## config.mk

```make
export PLATFORM = sky130hd
export DESIGN_NAME = char_lcd_4bit_bus_sequencer_top
export DESIGN_NICKNAME = d
export VERILOG_FILES = /design/src/rtl/lcd4_pkg.sv /design/src/rtl/lcd4_front.sv /design/src/rtl/lcd4_queue.sv /design/src/rtl/lcd4_back.sv /design/src/rtl/char_lcd_4bit_bus_sequencer_top.sv
export SDC_FILE = /design/constraint.sdc
export NUM_CORES = 1
export LEC_CHECK = 0
export BUFFER_PORTS_ARGS = -buffer_cell sky130_fd_sc_hd__clkbuf_2
export CORE_UTILIZATION = 50
export DETAILED_ROUTE_END_ITERATION = 6
export MAX_ROUTING_LAYER = met4
export PLACE_DENSITY = 0.75
export SKIP_CTS_REPAIR_TIMING = 1
export SYNTH_ARGS = -nofsm -noshare
export SYNTH_HDL_FRONTEND = slang
export SYNTH_HIERARCHICAL = 1
export SYNTH_SLANG_ARGS = --single-unit
```

## constraint.sdc

```tcl
create_clock -name clk -period 8.6 [get_ports clk]
set_clock_uncertainty 0.1 [all_clocks]
set_input_delay 0.43 -clock clk [delete_from_list [all_inputs] [get_ports clk]]
set_output_delay 0.43 -clock clk [all_outputs]
set_load 0.005 [all_outputs]
```

## src/rtl/lcd4_pkg.sv

```systemverilog
// Shared types, codes and constants for the character LCD 4-bit bus sequencer.
// No dependencies; used by every module of the block.
`default_nettype none

package lcd4_pkg;

  typedef enum logic [1:0] {
    CMD_WRITE = 2'd0,
    CMD_GOTO  = 2'd1,
    CMD_INIT  = 2'd2,
    CMD_NIB   = 2'd3
  } cmd_t;

  typedef enum logic [1:0] {
    ACT_WRITE = 2'd0,
    ACT_READ  = 2'd1,
    ACT_WAIT  = 2'd2
  } action_t;

  typedef enum logic [1:0] {
    JOB_READ       = 2'd0,
    JOB_INIT       = 2'd1,
    JOB_WRITE      = 2'd2,
    JOB_WRITE_READ = 2'd3
  } job_kind_t;

  typedef struct packed {
    logic [1:0] cmd;
    logic [7:0] data_byte;
    logic       reg_select;
    logic [7:0] column;
    logic [7:0] row;
    logic [3:0] read_nibble;
  } in_item_t;

  typedef struct packed {
    logic [1:0] action;
    logic       rs_level;
    logic       rw_level;
    logic [3:0] bus_nibble;
    logic       last;
  } out_item_t;

  typedef struct packed {
    job_kind_t  kind;
    logic [7:0] byte_val;
    logic       rs;
  } job_t;

  localparam logic [7:0] ADDR_CMD     = 8'h80;
  localparam logic [7:0] ROW_BIT      = 8'h40;
  localparam logic [3:0] INIT_NIB_A   = 4'h3;
  localparam logic [3:0] INIT_NIB_B   = 4'h2;
  localparam logic [3:0] INIT_LAST    = 4'd8;
  localparam logic [3:0] INIT_NIB_END = 4'd7;
  localparam int         QDEPTH       = 4;
  localparam int         QPW          = $clog2(QDEPTH);

  function automatic logic [7:0] init_cmd(input logic [1:0] idx);
    logic [7:0] r;
    case (idx)
      2'd0:    r = 8'h28;
      2'd1:    r = 8'h08;
      2'd2:    r = 8'h01;
      default: r = 8'h06;
    endcase
    return r;
  endfunction

endpackage

`default_nettype wire

```

## src/rtl/lcd4_front.sv

```systemverilog
// Front end: accepts request items, tracks busy-poll and init state, and turns
// items into bus jobs for the queue; some items push no job. Depends on lcd4_pkg.
`default_nettype none

module lcd4_front (
  input  wire logic              clk,
  input  wire logic              rst,
  input  wire logic              accept,
  input  wire lcd4_pkg::in_item_t item,
  output logic                   push,
  output lcd4_pkg::job_t         job
);

  typedef enum logic [1:0] {
    PH_IDLE = 2'd0,
    PH_HIGH = 2'd1,
    PH_LOW  = 2'd2
  } phase_t;

  phase_t     phase, phase_next;
  logic [7:0] pending_byte, pending_byte_next;
  logic       pending_rs, pending_rs_next;
  logic [3:0] status_high, status_high_next;
  logic [2:0] init_step, init_step_next;
  logic [2:0] step_m1;
  logic       idle;
  logic [7:0] goto_byte;

  assign idle    = (phase != PH_HIGH) && (phase != PH_LOW);
  assign step_m1 = init_step - 3'd1;
  assign goto_byte = lcd4_pkg::ADDR_CMD | (item.row[0] ? lcd4_pkg::ROW_BIT : 8'h00)
                   | {5'b0, item.column[2:0]};

  always_comb begin
    phase_next        = phase;
    pending_byte_next = pending_byte;
    pending_rs_next   = pending_rs;
    status_high_next  = status_high;
    init_step_next    = init_step;
    push              = 1'b0;
    job.kind          = lcd4_pkg::JOB_READ;
    job.byte_val      = pending_byte;
    job.rs            = pending_rs;
    if (accept) begin
      case (item.cmd)
        lcd4_pkg::CMD_WRITE: begin
          if (idle) begin
            pending_byte_next = item.data_byte;
            pending_rs_next   = item.reg_select;
            phase_next        = PH_HIGH;
            push              = 1'b1;
          end
        end
        lcd4_pkg::CMD_GOTO: begin
          if (idle) begin
            pending_byte_next = goto_byte;
            pending_rs_next   = 1'b0;
            phase_next        = PH_HIGH;
            push              = 1'b1;
          end
        end
        lcd4_pkg::CMD_INIT: begin
          if (idle) begin
            init_step_next = 3'd1;
            phase_next     = PH_HIGH;
            push           = 1'b1;
            job.kind       = lcd4_pkg::JOB_INIT;
          end
        end
        default: begin
          if (phase == PH_HIGH) begin
            status_high_next = item.read_nibble;
            phase_next       = PH_LOW;
            push             = 1'b1;
          end else if (phase == PH_LOW) begin
            push = 1'b1;
            if (status_high[3]) begin
              phase_next = PH_HIGH;
            end else if (init_step == 3'd1) begin
              init_step_next    = 3'd2;
              pending_byte_next = lcd4_pkg::init_cmd(2'd0);
              pending_rs_next   = 1'b0;
              phase_next        = PH_HIGH;
            end else if (init_step >= 3'd2 && init_step < 3'd5) begin
              job.kind          = lcd4_pkg::JOB_WRITE_READ;
              pending_byte_next = lcd4_pkg::init_cmd(step_m1[1:0]);
              pending_rs_next   = 1'b0;
              init_step_next    = init_step + 3'd1;
              phase_next        = PH_HIGH;
            end else begin
              job.kind       = lcd4_pkg::JOB_WRITE;
              init_step_next = 3'd0;
              phase_next     = PH_IDLE;
            end
          end
        end
      endcase
    end
  end

  always_ff @(posedge clk) begin
    if (rst) begin
      phase        <= PH_IDLE;
      pending_byte <= 8'h00;
      pending_rs   <= 1'b0;
      status_high  <= 4'h0;
      init_step    <= 3'd0;
    end else begin
      phase        <= phase_next;
      pending_byte <= pending_byte_next;
      pending_rs   <= pending_rs_next;
      status_high  <= status_high_next;
      init_step    <= init_step_next;
    end
  end

endmodule

`default_nettype wire

```

## src/rtl/lcd4_queue.sv

```systemverilog
// Short job queue between the front end and the bus sequencer.
// Depends on lcd4_pkg for the job type and depth.
`default_nettype none

module lcd4_queue (
  input  wire logic           clk,
  input  wire logic           rst,
  input  wire logic           push,
  input  wire lcd4_pkg::job_t push_job,
  input  wire logic           pop,
  output lcd4_pkg::job_t      head,
  output logic                empty,
  output logic                full
);

  lcd4_pkg::job_t           mem [lcd4_pkg::QDEPTH];
  logic [lcd4_pkg::QPW-1:0] wr_ptr, rd_ptr;
  logic [lcd4_pkg::QPW:0]   count;
  logic                     do_push, do_pop;

  assign empty   = (count == '0);
  assign full    = (count == (lcd4_pkg::QPW+1)'(lcd4_pkg::QDEPTH));
  assign do_push = push && !full;
  assign do_pop  = pop && !empty;
  assign head    = mem[rd_ptr];

  always_ff @(posedge clk) begin
    if (do_push) begin
      mem[wr_ptr] <= push_job;
    end
  end

  always_ff @(posedge clk) begin
    if (rst) begin
      wr_ptr <= '0;
      rd_ptr <= '0;
      count  <= '0;
    end else begin
      if (do_push) begin
        wr_ptr <= wr_ptr + 1'b1;
      end
      if (do_pop) begin
        rd_ptr <= rd_ptr + 1'b1;
      end
      if (do_push && !do_pop) begin
        count <= count + 1'b1;
      end else if (do_pop && !do_push) begin
        count <= count - 1'b1;
      end
    end
  end

endmodule

`default_nettype wire

```

## src/rtl/lcd4_back.sv

```systemverilog
// Bus sequencer: expands one queued job into bus actions, one per cycle
// unless stalled, into a registered output stage. Depends on lcd4_pkg.
`default_nettype none

module lcd4_back (
  input  wire logic           clk,
  input  wire logic           rst,
  input  wire lcd4_pkg::job_t head,
  input  wire logic           empty,
  output logic                pop,
  output logic                out_valid,
  input  wire logic           out_ready,
  output lcd4_pkg::out_item_t out_item
);

  lcd4_pkg::job_t      cur;
  logic                cur_valid;
  logic [3:0]          step;
  logic                advance;
  lcd4_pkg::out_item_t act;

  assign advance = cur_valid && (!out_valid || out_ready);
  assign pop     = !empty && (!cur_valid || (advance && act.last));

  always_comb begin
    act.action     = lcd4_pkg::ACT_READ;
    act.rs_level   = 1'b0;
    act.rw_level   = 1'b1;
    act.bus_nibble = 4'h0;
    act.last       = 1'b1;
    case (cur.kind)
      lcd4_pkg::JOB_INIT: begin
        if (step != lcd4_pkg::INIT_LAST) begin
          act.rw_level = 1'b0;
          act.last     = 1'b0;
          if (step[0]) begin
            act.action     = lcd4_pkg::ACT_WRITE;
            act.bus_nibble = (step == lcd4_pkg::INIT_NIB_END) ?
                             lcd4_pkg::INIT_NIB_B : lcd4_pkg::INIT_NIB_A;
          end else begin
            act.action = lcd4_pkg::ACT_WAIT;
          end
        end
      end
      lcd4_pkg::JOB_WRITE, lcd4_pkg::JOB_WRITE_READ: begin
        if (step < 4'd2) begin
          act.action     = lcd4_pkg::ACT_WRITE;
          act.rs_level   = cur.rs;
          act.rw_level   = 1'b0;
          act.bus_nibble = (step == 4'd0) ? cur.byte_val[7:4] : cur.byte_val[3:0];
          act.last       = (cur.kind == lcd4_pkg::JOB_WRITE) && (step == 4'd1);
        end
      end
      default: begin
      end
    endcase
  end

  always_ff @(posedge clk) begin
    if (rst) begin
      cur_valid <= 1'b0;
      step      <= 4'd0;
      out_valid <= 1'b0;
    end else begin
      if (advance) begin
        out_valid <= 1'b1;
        out_item  <= act;
      end else if (out_ready) begin
        out_valid <= 1'b0;
      end
      if (pop) begin
        cur       <= head;
        cur_valid <= 1'b1;
        step      <= 4'd0;
      end else if (advance) begin
        step <= step + 4'd1;
        if (act.last) begin
          cur_valid <= 1'b0;
        end
      end
    end
  end

endmodule

`default_nettype wire

```

## src/rtl/char_lcd_4bit_bus_sequencer_top.sv

```systemverilog
// Top level of the character LCD 4-bit bus sequencer: front end, job queue
// and bus sequencer. Depends on lcd4_pkg, lcd4_front, lcd4_queue, lcd4_back.
// Path: an item's first action passes the job queue, current job and output register.
// Throughput: one input item per cycle while the four-entry job queue has room;
// the sequencer emits one action per cycle unless stalled, 9 for an init item.
// Reset: synchronous rst clears phase, pending byte, status, init step, queue and sequencer.
`default_nettype none

module char_lcd_4bit_bus_sequencer_top (
  input  wire logic                clk,
  input  wire logic                rst,
  input  wire logic                in_valid,
  output logic                     in_ready,
  input  wire lcd4_pkg::in_item_t  in_item,
  output logic                     out_valid,
  input  wire logic                out_ready,
  output lcd4_pkg::out_item_t      out_item
);

  logic           accept;
  logic           push;
  lcd4_pkg::job_t push_job;
  lcd4_pkg::job_t head;
  logic           empty;
  logic           full;
  logic           pop;

  assign in_ready = !full;
  assign accept   = in_valid && in_ready;

  lcd4_front u_front (
    .clk    (clk),
    .rst    (rst),
    .accept (accept),
    .item   (in_item),
    .push   (push),
    .job    (push_job)
  );

  lcd4_queue u_queue (
    .clk      (clk),
    .rst      (rst),
    .push     (push),
    .push_job (push_job),
    .pop      (pop),
    .head     (head),
    .empty    (empty),
    .full     (full)
  );

  lcd4_back u_back (
    .clk       (clk),
    .rst       (rst),
    .head      (head),
    .empty     (empty),
    .pop       (pop),
    .out_valid (out_valid),
    .out_ready (out_ready),
    .out_item  (out_item)
  );

endmodule

`default_nettype wire
```

==> flow_metrics.tcl, run 1 <==
set metrics [dict create \
    status "completed" \
    critPathMaxStageDelay_ns 0.71 \
    drt_iter0_markers 109 \
    ys.flop_type "edfxtp_1" \
    finalCriticalPeriod_ns 3.053 \
    seqPwrFrac 0.520 \
    ant_nets 0 \
    synthDistinctLibCells 58 \
    pin_count 46 \
    cts_tree "built" \
    antenna_found_initial 0 \
    hp-class "input pin to flip-flop" \
    syn_nets 352 \
    grt_pass1_vias 2285 \
    overflow 0 \
    io_buffers 30 \
    cp_data_required_time_ns 8.77 \
    wl_per_cell_um 14.63 \
    switching_share 0.2897 \
    rsz0062_at_grt "no" \
    p_int_mw 0.8424 \
    fillers 654 \
    core-area_um2 7848 \
    timing.final.hold_violations 0 \
    r2r_slack_ns 5.55 \
    power.switching_mw 0.3435 \
    initial_core_util 0.5266 \
    cp_max_fo 8 \
    p_comb_frac 0.235 \
    clock-sinks 93 \
    htree_levels 3 \
    min_from "in_item[3]" \
    path_cells "or4b_1 > o221ai_4 > a21oi_4 > o31ai_2 > ha_1 > inv_1 > fa_1 > xor2_1 > or3_1 > a21oi_1" \
    final_cells 437 \
    worstPathArrival_ns 3.22 \
    netlist_area_um2 4133 \
    clkTransAtPathRegs_ns 0.09 \
    min_period_over_period 0.3550 \
    crit_slowest_cell "or4b_1" \
    vias 2372 \
    power_density_nw_per_um2 260.8 \
    cts_buffer_depth 2 \
    synth_edf_count 63 \
    dieArea_um2 8633 \
    setup.worst_path.start "u_back/step[3]$_SDFFE_PP0P_" \
    dr.pass1.iters 4 \
    ys_ff_latch 93 \
    avgViaCountPerCell 5.428 \
    async_flop_share 0 \
    cts_inserted_buffers 9 \
    die_w_um 92.92 \
    grt_max_degree 34 \
    place.gp.congestion 0.7863 \
    power.share.clock 0.245 \
    r2r-start "u_back/step[3]$_SDFFE_PP0P_" \
    grt.total_usage 0.1711 \
    post-place-cells 421 \
    max_freq_mhz 327.5 \
    synth_warnings 6 \
    rows 32 \
    cp-start-kind "flip-flop" \
    tightest_slew_ns 0.8410 \
    cts_root_buffer "clkbuf_8" \
    n_antenna_cell 0 \
    die_height_um 92.92 \
    syn_inst 301 \
    leakage_nw 1.678 \
    syn_to_final_growth_pct 10.02 \
    drive_gt1_frac 0.2299 \
    critPathKind "flip-flop to flip-flop" \
    slew_headroom 0.4382 \
    crit_path_end_kind "flip-flop" \
    tns_ns 0 \
    maxSlewViolCount 0 \
    drc 0 \
    hpwl_um 4500 \
    ys_seq_area_frac 0.6031 \
    cap_violations 0 \
    synth_area_per_cell_um2 13.73 \
    grt_first_pass_wirelength_um 10890 \
    drt-total-wl_um 6393 \
    cp_top_family "simple AND/OR/NAND/NOR gates" \
    peakVddDrop_mv 0.08872 \
    clock_latency_ns 0.35 \
    cp_num_buf_inv 1 \
    setup_violations 0 \
    nets 381 \
]
metal layers:
layer / vias up / wire (µm) / GRT usage
met5: - / 0 / -
li1: 1183 / - / -
met1: 1134 / 2760 / 0.1986
met4: 0 / 74 / 0.06154
met2: 50 / 3333 / 0.2892
met3: 5 / 225 / 0.04187
final cells by class:
cell class	count	area, µm²	area share
sequential	93	2492	0.5482
multi-input combinational	179	1495	0.3288
clock buffer	13	191.4	0.04210
timing repair buffer	30	150.1	0.03302
tap	102	127.6	0.02807
inverter	17	66.31	0.01458
clock inverter	3	23.77	0.005228
tightest hold or removal path: stages:
cell      delay [ns]
clkbuf_2        0.08
mux2i_1         0.05
nor2_1          0.07
state kept, by name, indices dropped and copies added, names as in the netlist, named ones only:
| name | cells |
|---|---|
| u_front/init_step | 3 |
| u_front/status_high | 1 |
| u_front/pending_rs | 1 |
| u_queue/wr_ptr | 2 |
| u_queue/rd_ptr | 2 |
| u_front/pending_byte | 8 |
| u_queue/count | 3 |
| u_queue/mem | 44 |
| u_back/out_item | 8 |
| u_front/phase | 2 |
| u_back/step | 4 |
| u_back/cur_valid | 1 |
| u_back/cur | 11 |
| u_back/out_valid | 1 |
logic make-up (layout without fill, tap and decap cells):
group,count (synthesis),count (layout),share of synthesized area
AO/OA/AOI/OAI,44,44,0.08084
XOR/XNOR,7,7,0.01484
flip-flops,93,93,0.6031
adder cells (fa/ha/maj),16,16,0.05026
multiplexers,25,25,0.09446
buffers and inverters,29,63,0.03511
AND/OR/NAND/NOR,87,87,0.1214
layout by cell type (no fill, tap or decap), types with 4 or more instances in the layout:
cell      count
edfxtp_1     63
clkbuf_2     30
dfxtp_1      30
nor2_1       21
inv_1        15
nand3_1      15
ha_1         15
a21oi_1      14
mux2i_1      12
mux4_2       11
clkbuf_8     10
nand2_1       7
xor2_1        6
and2_1        6
nor2b_1       5
nand2b_1      5
o21ai_0       5
nor3_2        4
final timing paths:
kind / depth (start not counted) / end
min reg2reg: 0 / u_queue/mem[0][5]$_DFFE_PP_
max: 10 / u_queue/count[2]$_SDFFE_PP0P_
max reg2reg: 10 / u_queue/count[2]$_SDFFE_PP0P_
min: 3 / u_front/status_high[3]$_SDFFE_PP0P_
power groups by stage:
stage / Clock (mW) / Sequential [mW] / Combinational, mW
after floorplan: 0 / 0.605 / 0.237
after global placement: 0 / 0.622 / 0.271
after detailed placement: 0 / 0.628 / 0.281
after CTS: 0.299 / 0.618 / 0.282
after global routing: 0.321 / 0.626 / 0.313
final: 0.291 / 0.616 / 0.278
metrics by stage:
step	power, mW	hold slack [ns]	cell area (µm²)	setup WS [ns]	utilization
floorplan	0.8427	0.3439	4133	5.828	-
global placement	0.8937	0.3796	4332	5.597	0.5520
detailed placement	0.9085	0.3980	4332	5.541	0.5520
CTS	1.199	0.2001	4547	5.536	0.5794
global route	1.260	0.2350	4547	5.358	0.5794
finish	1.186	0.2135	4547	5.547	0.5794
synth_stat cells (5+ instances only):
library cell	n	share of area
edfxtp_1	63	0.46
dfxtp_1	30	0.15
nor2_1	21	0.019
ha_1	15	0.045
inv_1	15	0.014
nand3_1	15	0.018
a21oi_1	14	0.017
mux2i_1	12	0.029
mux4_2	11	0.060
nand2_1	7	0.0064
and2_1	6	0.0091
xor2_1	6	0.013
nand2b_1	5	0.0076
nor2b_1	5	0.0076
o21ai_0	5	0.0061
(Power assumes the default switching activity.)
==> inputs of run 2 (changes only) <==
==> constraint.sdc (replaced) <==
create_clock -name clk -period 3 [get_ports clk]
set_clock_uncertainty 0.1 [all_clocks]
set_input_delay 0.15 -clock clk [delete_from_list [all_inputs] [get_ports clk]]
set_output_delay 0.15 -clock clk [all_outputs]
set_load 0.005 [all_outputs]
==> flow_metrics.tcl, run 2 (synthesis gave the netlist of run 1 again) <==
set metrics [dict create \
    htree_levels 3 \
    timing.final.hold_violations 0 \
    tightest_slew_ns 0.8317 \
    core-area_um2 7848 \
    cts_root_buffer "clkbuf_8" \
    grt_pass1_vias 2307 \
    hold_slack_ns 0.03711 \
    final_cells 448 \
    cap_violations 0 \
    tns_ns 0 \
    drive_gt1_frac 0.2428 \
    worstPathArrival_ns 3.00 \
    post-place-cells 429 \
    max_freq_mhz 354.2 \
    nets 392 \
    final_common_cell "edfxtp_1" \
    largest-register "u_queue/mem" \
    finalCriticalPeriod_ns 2.823 \
    critPathKind "flip-flop to flip-flop" \
    cp_data_required_time_ns 3.18 \
    r2r-start "u_back/step[3]$_SDFFE_PP0P_" \
    min_from "in_item[28]" \
    wl_per_cell_um 14.91 \
    dr.pass1.iters 4 \
    cts_buffer_depth 2 \
    io_buffers 30 \
    multiInputGateArea_um2 1495 \
    clkTransAtPathRegs_ns 0.09 \
    vias 2423 \
    syn_to_final_growth_pct 11.47 \
    cts_inserted_buffers 9 \
    cts_tree "built" \
    status "completed" \
    final_cell_mix "edfxtp_1, clkbuf_2, dfxtp_1" \
    peakVddDrop_mv 0.2920 \
    top_regs "u_queue/mem x44, u_back/cur x11" \
    initial_core_util 0.5266 \
    drt-total-wl_um 6679 \
    clock-sinks 93 \
    drc 0 \
    rows 32 \
    maxSlewViolCount 0 \
    n_antenna_cell 0 \
    fillers 633 \
    pin_count 46 \
    hpwl_um 4711 \
    rsz0062_at_grt "no" \
    grt.total_usage 0.1695 \
    place.gp.congestion 0.8010 \
    dieArea_um2 8633 \
    drt_iter0_markers 83 \
    crit_path_end_kind "flip-flop" \
    leakage_nw 1.724 \
    cp_max_fo 5 \
    clock_latency_ns 0.35 \
    avgViaCountPerCell 5.408 \
    setup.worst_path.start "u_back/step[3]$_SDFFE_PP0P_" \
    ant_nets 0 \
    cp-start-kind "flip-flop" \
    die_w_um 92.92 \
    antenna_found_initial 0 \
    overflow 0 \
    largest_reg_flops 44 \
    hp-class "input pin to flip-flop" \
    seqCellArea_um2 2492 \
    min_period_over_period 0.9410 \
    setup_violations 0 \
    power_density_nw_per_um2 737.2 \
    grt_first_pass_wirelength_um 10820 \
    die_height_um 92.92 \
    grt_max_degree 26 \
    slew_headroom 0.4444 \
]
run 2: changes by cell type in the layout (fill, tap and decap cells not counted):
cell / change
clkinv_2: +1
inv_4: +1
clkbuf_8: -1
clkbuf_16: -1
clkinv_1: +1
buf_4: +8
clkinv_4: +1
clkinvlp_4: -2
dlygate4sd3_1: +3
run 2: area by class of cell:
cell class,instances,area share
Sequential cell,93,0.5410
Clock inverter,5,0.007061
Multi-Input combinational cell,179,0.3246
Timing Repair Buffer,41,0.05215
Clock buffer,11,0.03313
Inverter,17,0.01439
Tap cell,102,0.02770
run 2: metal layers:
metal,global-route usage,share of wire
met5,-,0
met4,0.06410,0.014
met3,0.04762,0.045
met2,0.2794,0.51
met1,0.1976,0.43
run 2: power breakdown:
part           leakage (nW)  switching [mW]  internal [mW]
sequential            0.834           0.141           1.62
combinational         0.793           0.455          0.412
clock                0.0968           0.418          0.353
run 2: worst max-delay path: stages, from the launching register on:
cell	delay (ns)
dfxtp_1	0.35
or4b_1	0.60
o221ai_4	0.24
a21oi_4	0.09
o31ai_2	0.10
ha_1	0.24
inv_1	0.06
fa_1	0.37
xor2_1	0.16
or3_1	0.31
a21oi_1	0.14
run 2: per-stage QoR:
stage | utilization | setup WS, ns | total power, mW | area [µm²]
after floorplan | - | 0.2277 | 2.416 | 4133
after global placement | 0.5596 | 0.2398 | 2.613 | 4392
after detailed placement | 0.5596 | 0.2025 | 2.656 | 4392
after CTS | 0.5832 | 0.1687 | 3.428 | 4577
after global routing | 0.5871 | 0.06341 | 3.585 | 4607
final | 0.5871 | 0.1771 | 3.396 | 4607
run 2: path summary, 6_finish.rpt:
| check | end | slack (ns) | depth (start not counted) |
|---|---|---|---|
| setup / recovery | u_queue/count[2]$_SDFFE_PP0P_ | 0.18 | 10 |
| hold / removal | u_front/pending_byte[7]$_SDFFE_PP0P_ | 0.04 | 3 |
| setup reg to reg | u_queue/count[2]$_SDFFE_PP0P_ | 0.18 | 10 |
| hold reg to reg | u_queue/mem[2][5]$_DFFE_PP_ | 0.42 | 0 |
==> inputs of run 3 (changes only) <==
--- a/config.mk
+++ b/config.mk
@@ -10,7 +10,9 @@
 export DETAILED_ROUTE_END_ITERATION = 6
 export MAX_ROUTING_LAYER = met4
 export PLACE_DENSITY = 0.75
+export RECOVER_POWER = 25
 export SKIP_CTS_REPAIR_TIMING = 1
+export SKIP_LAST_GASP = 1
 export SYNTH_ARGS = -nofsm -noshare
 export SYNTH_HDL_FRONTEND = slang
 export SYNTH_HIERARCHICAL = 1
==> flow_metrics.tcl, run 3 (synthesis gave the netlist of run 1 again) <==
set metrics [dict create \
    cp_data_required_time_ns 3.18 \
    critPathMaxStageDelay_ns 0.60 \
    largest-register "u_queue/mem" \
    use_met1 0.1976 \
    cp-start-kind "flip-flop" \
    n_antenna_cell 0 \
    cp_top_family "simple AND/OR/NAND/NOR gates" \
    maxSlewViolCount 0 \
    min_from "in_item[28]" \
    cts_root_buffer "clkbuf_8" \
    cts_inserted_buffers 9 \
    tightest_slew_ns 0.8317 \
    finalCriticalPeriod_ns 2.823 \
    clock-sinks 93 \
    cts_buffer_depth 2 \
    core-area_um2 7848 \
    power_density_nw_per_um2 737.1 \
    htree_levels 3 \
    grt_first_pass_wirelength_um 10820 \
    reg2regPathDepth 10 \
    max_freq_mhz 354.2 \
    timing.final.hold_violations 0 \
    syn_to_final_growth_pct 11.41 \
    avgViaCountPerCell 5.402 \
    hpwl_um 4711 \
    leakage_nw 1.718 \
    drt_iter0_markers 83 \
    cts_tree "built" \
    place.gp.congestion 0.8010 \
    wl_per_cell_um 14.92 \
    final_cell_mix "edfxtp_1, dfxtp_1, clkbuf_2" \
    critPathKind "flip-flop to flip-flop" \
    die_height_um 92.92 \
    drc 0 \
    setup.worst_path.start "u_back/step[3]$_SDFFE_PP0P_" \
    ant_nets 0 \
    drt-total-wl_um 6686 \
    dr.pass1.iters 4 \
    reg2reg_to "u_queue/count[2]$_SDFFE_PP0P_" \
    met3_usage 0.04762 \
    clkTransAtPathRegs_ns 0.09 \
    grt_pass1_vias 2307 \
    worstPathArrival_ns 3.00 \
    r2r-start "u_back/step[3]$_SDFFE_PP0P_" \
    clock_latency_ns 0.35 \
    slew_headroom 0.4444 \
    rsz0062_at_grt "no" \
    path_cells "or4b_1 > o221ai_4 > a21oi_4 > o31ai_2 > ha_1 > inv_1 > fa_1 > xor2_1 > or3_1 > a21oi_1" \
    r2r_slack_ns 0.18 \
    grt_max_degree 26 \
    nets 392 \
    grt-busiest-layer "met2" \
    rows 32 \
    totalPowerFinal_mw 3.394 \
    vias 2420 \
    largest_reg_flops 44 \
    crit_path_end_kind "flip-flop" \
    io_buffers 30 \
    crit_cells 10 \
    crit_end "u_queue/count[2]$_SDFFE_PP0P_" \
    initial_core_util 0.5266 \
    pin_count 46 \
    status "completed" \
    overflow 0 \
    pre_cts_slack_ns 0.2025 \
    cap_violations 0 \
    setup_violations 0 \
    grt.total_usage 0.1695 \
    dieArea_um2 8633 \
    cp_num_buf_inv 1 \
    antenna_found_initial 0 \
    final_common_cell "edfxtp_1" \
    cp_max_fo 5 \
    top_regs "u_queue/mem x44, u_back/cur x11" \
    peakVddDrop_mv 0.2917 \
    fillers 635 \
    min_period_over_period 0.9410 \
    met2_usage 0.2794 \
    tns_ns 0 \
    crit_slowest_cell "or4b_1" \
    final.setup.worst_slack_ns 0.1771 \
    final_core_util 0.5867 \
    drive_gt1_frac 0.2370 \
    hp-class "input pin to flip-flop" \
    die_w_um 92.92 \
]
## run 3: worst register-to-register path, delay by kind of cell, from the launching register on
family	cells	cell delay (ns)
AND/OR/NAND/NOR	2	0.91
adder cells (fa/ha/maj)	2	0.61
AO/OA/AOI/OAI	4	0.58
flip-flops	1	0.35
XOR/XNOR	1	0.16
buffers and inverters	1	0.06
## run 3: cell type report
class,instances,area (µm²),area share
sequential,93,2492,0.5413
timing repair buffer,41,237.7,0.05163
multi-input combinational,179,1495,0.3247
clock inverter,5,32.53,0.007065
tap,102,127.6,0.02772
inverter,17,66.31,0.01440
clock buffer,11,152.6,0.03315
## run 3: routing by layer
layer  wire (µm)  up-vias  share of wire
li1            -     1203              -
met1        2862     1145           0.43
met2        3427       60           0.51
met3         300       12          0.045
met4          95        0          0.014
met5           0        -              0
## run 3: how the worst min path moves through the flow
stage	endpoint	slack [ns]	cells after the start
2_1_floorplan	u_front/init_step[2]$_SDFFE_PP0P_	0.12	1
3_3_place_gp	u_front/status_high[3]$_SDFFE_PP0P_	0.28	3
3_5_place_dp	u_front/status_high[3]$_SDFFE_PP0P_	0.29	3
4_1_cts	u_front/status_high[3]$_SDFFE_PP0P_	-0.09	3
5_1_grt	u_back/cur_valid$_SDFFE_PP0P_	0.04	2
6_report	u_front/pending_byte[7]$_SDFFE_PP0P_	0.04	3
## run 3: where the power goes
part | switching (mW) | internal [mW]
combinational | 0.455 | 0.411
clock | 0.418 | 0.353
sequential | 0.141 | 1.62
## run 3: through the flow
stage	instances	hold WS [ns]	cell area, µm²
6_report	448	0.03720	4604
4_1_cts	445	-0.09083	4577
5_1_grt	448	0.04478	4604
3_5_place_dp	429	0.2911	4392
3_3_place_gp	429	0.2846	4392
2_1_floorplan	301	0.1194	4133
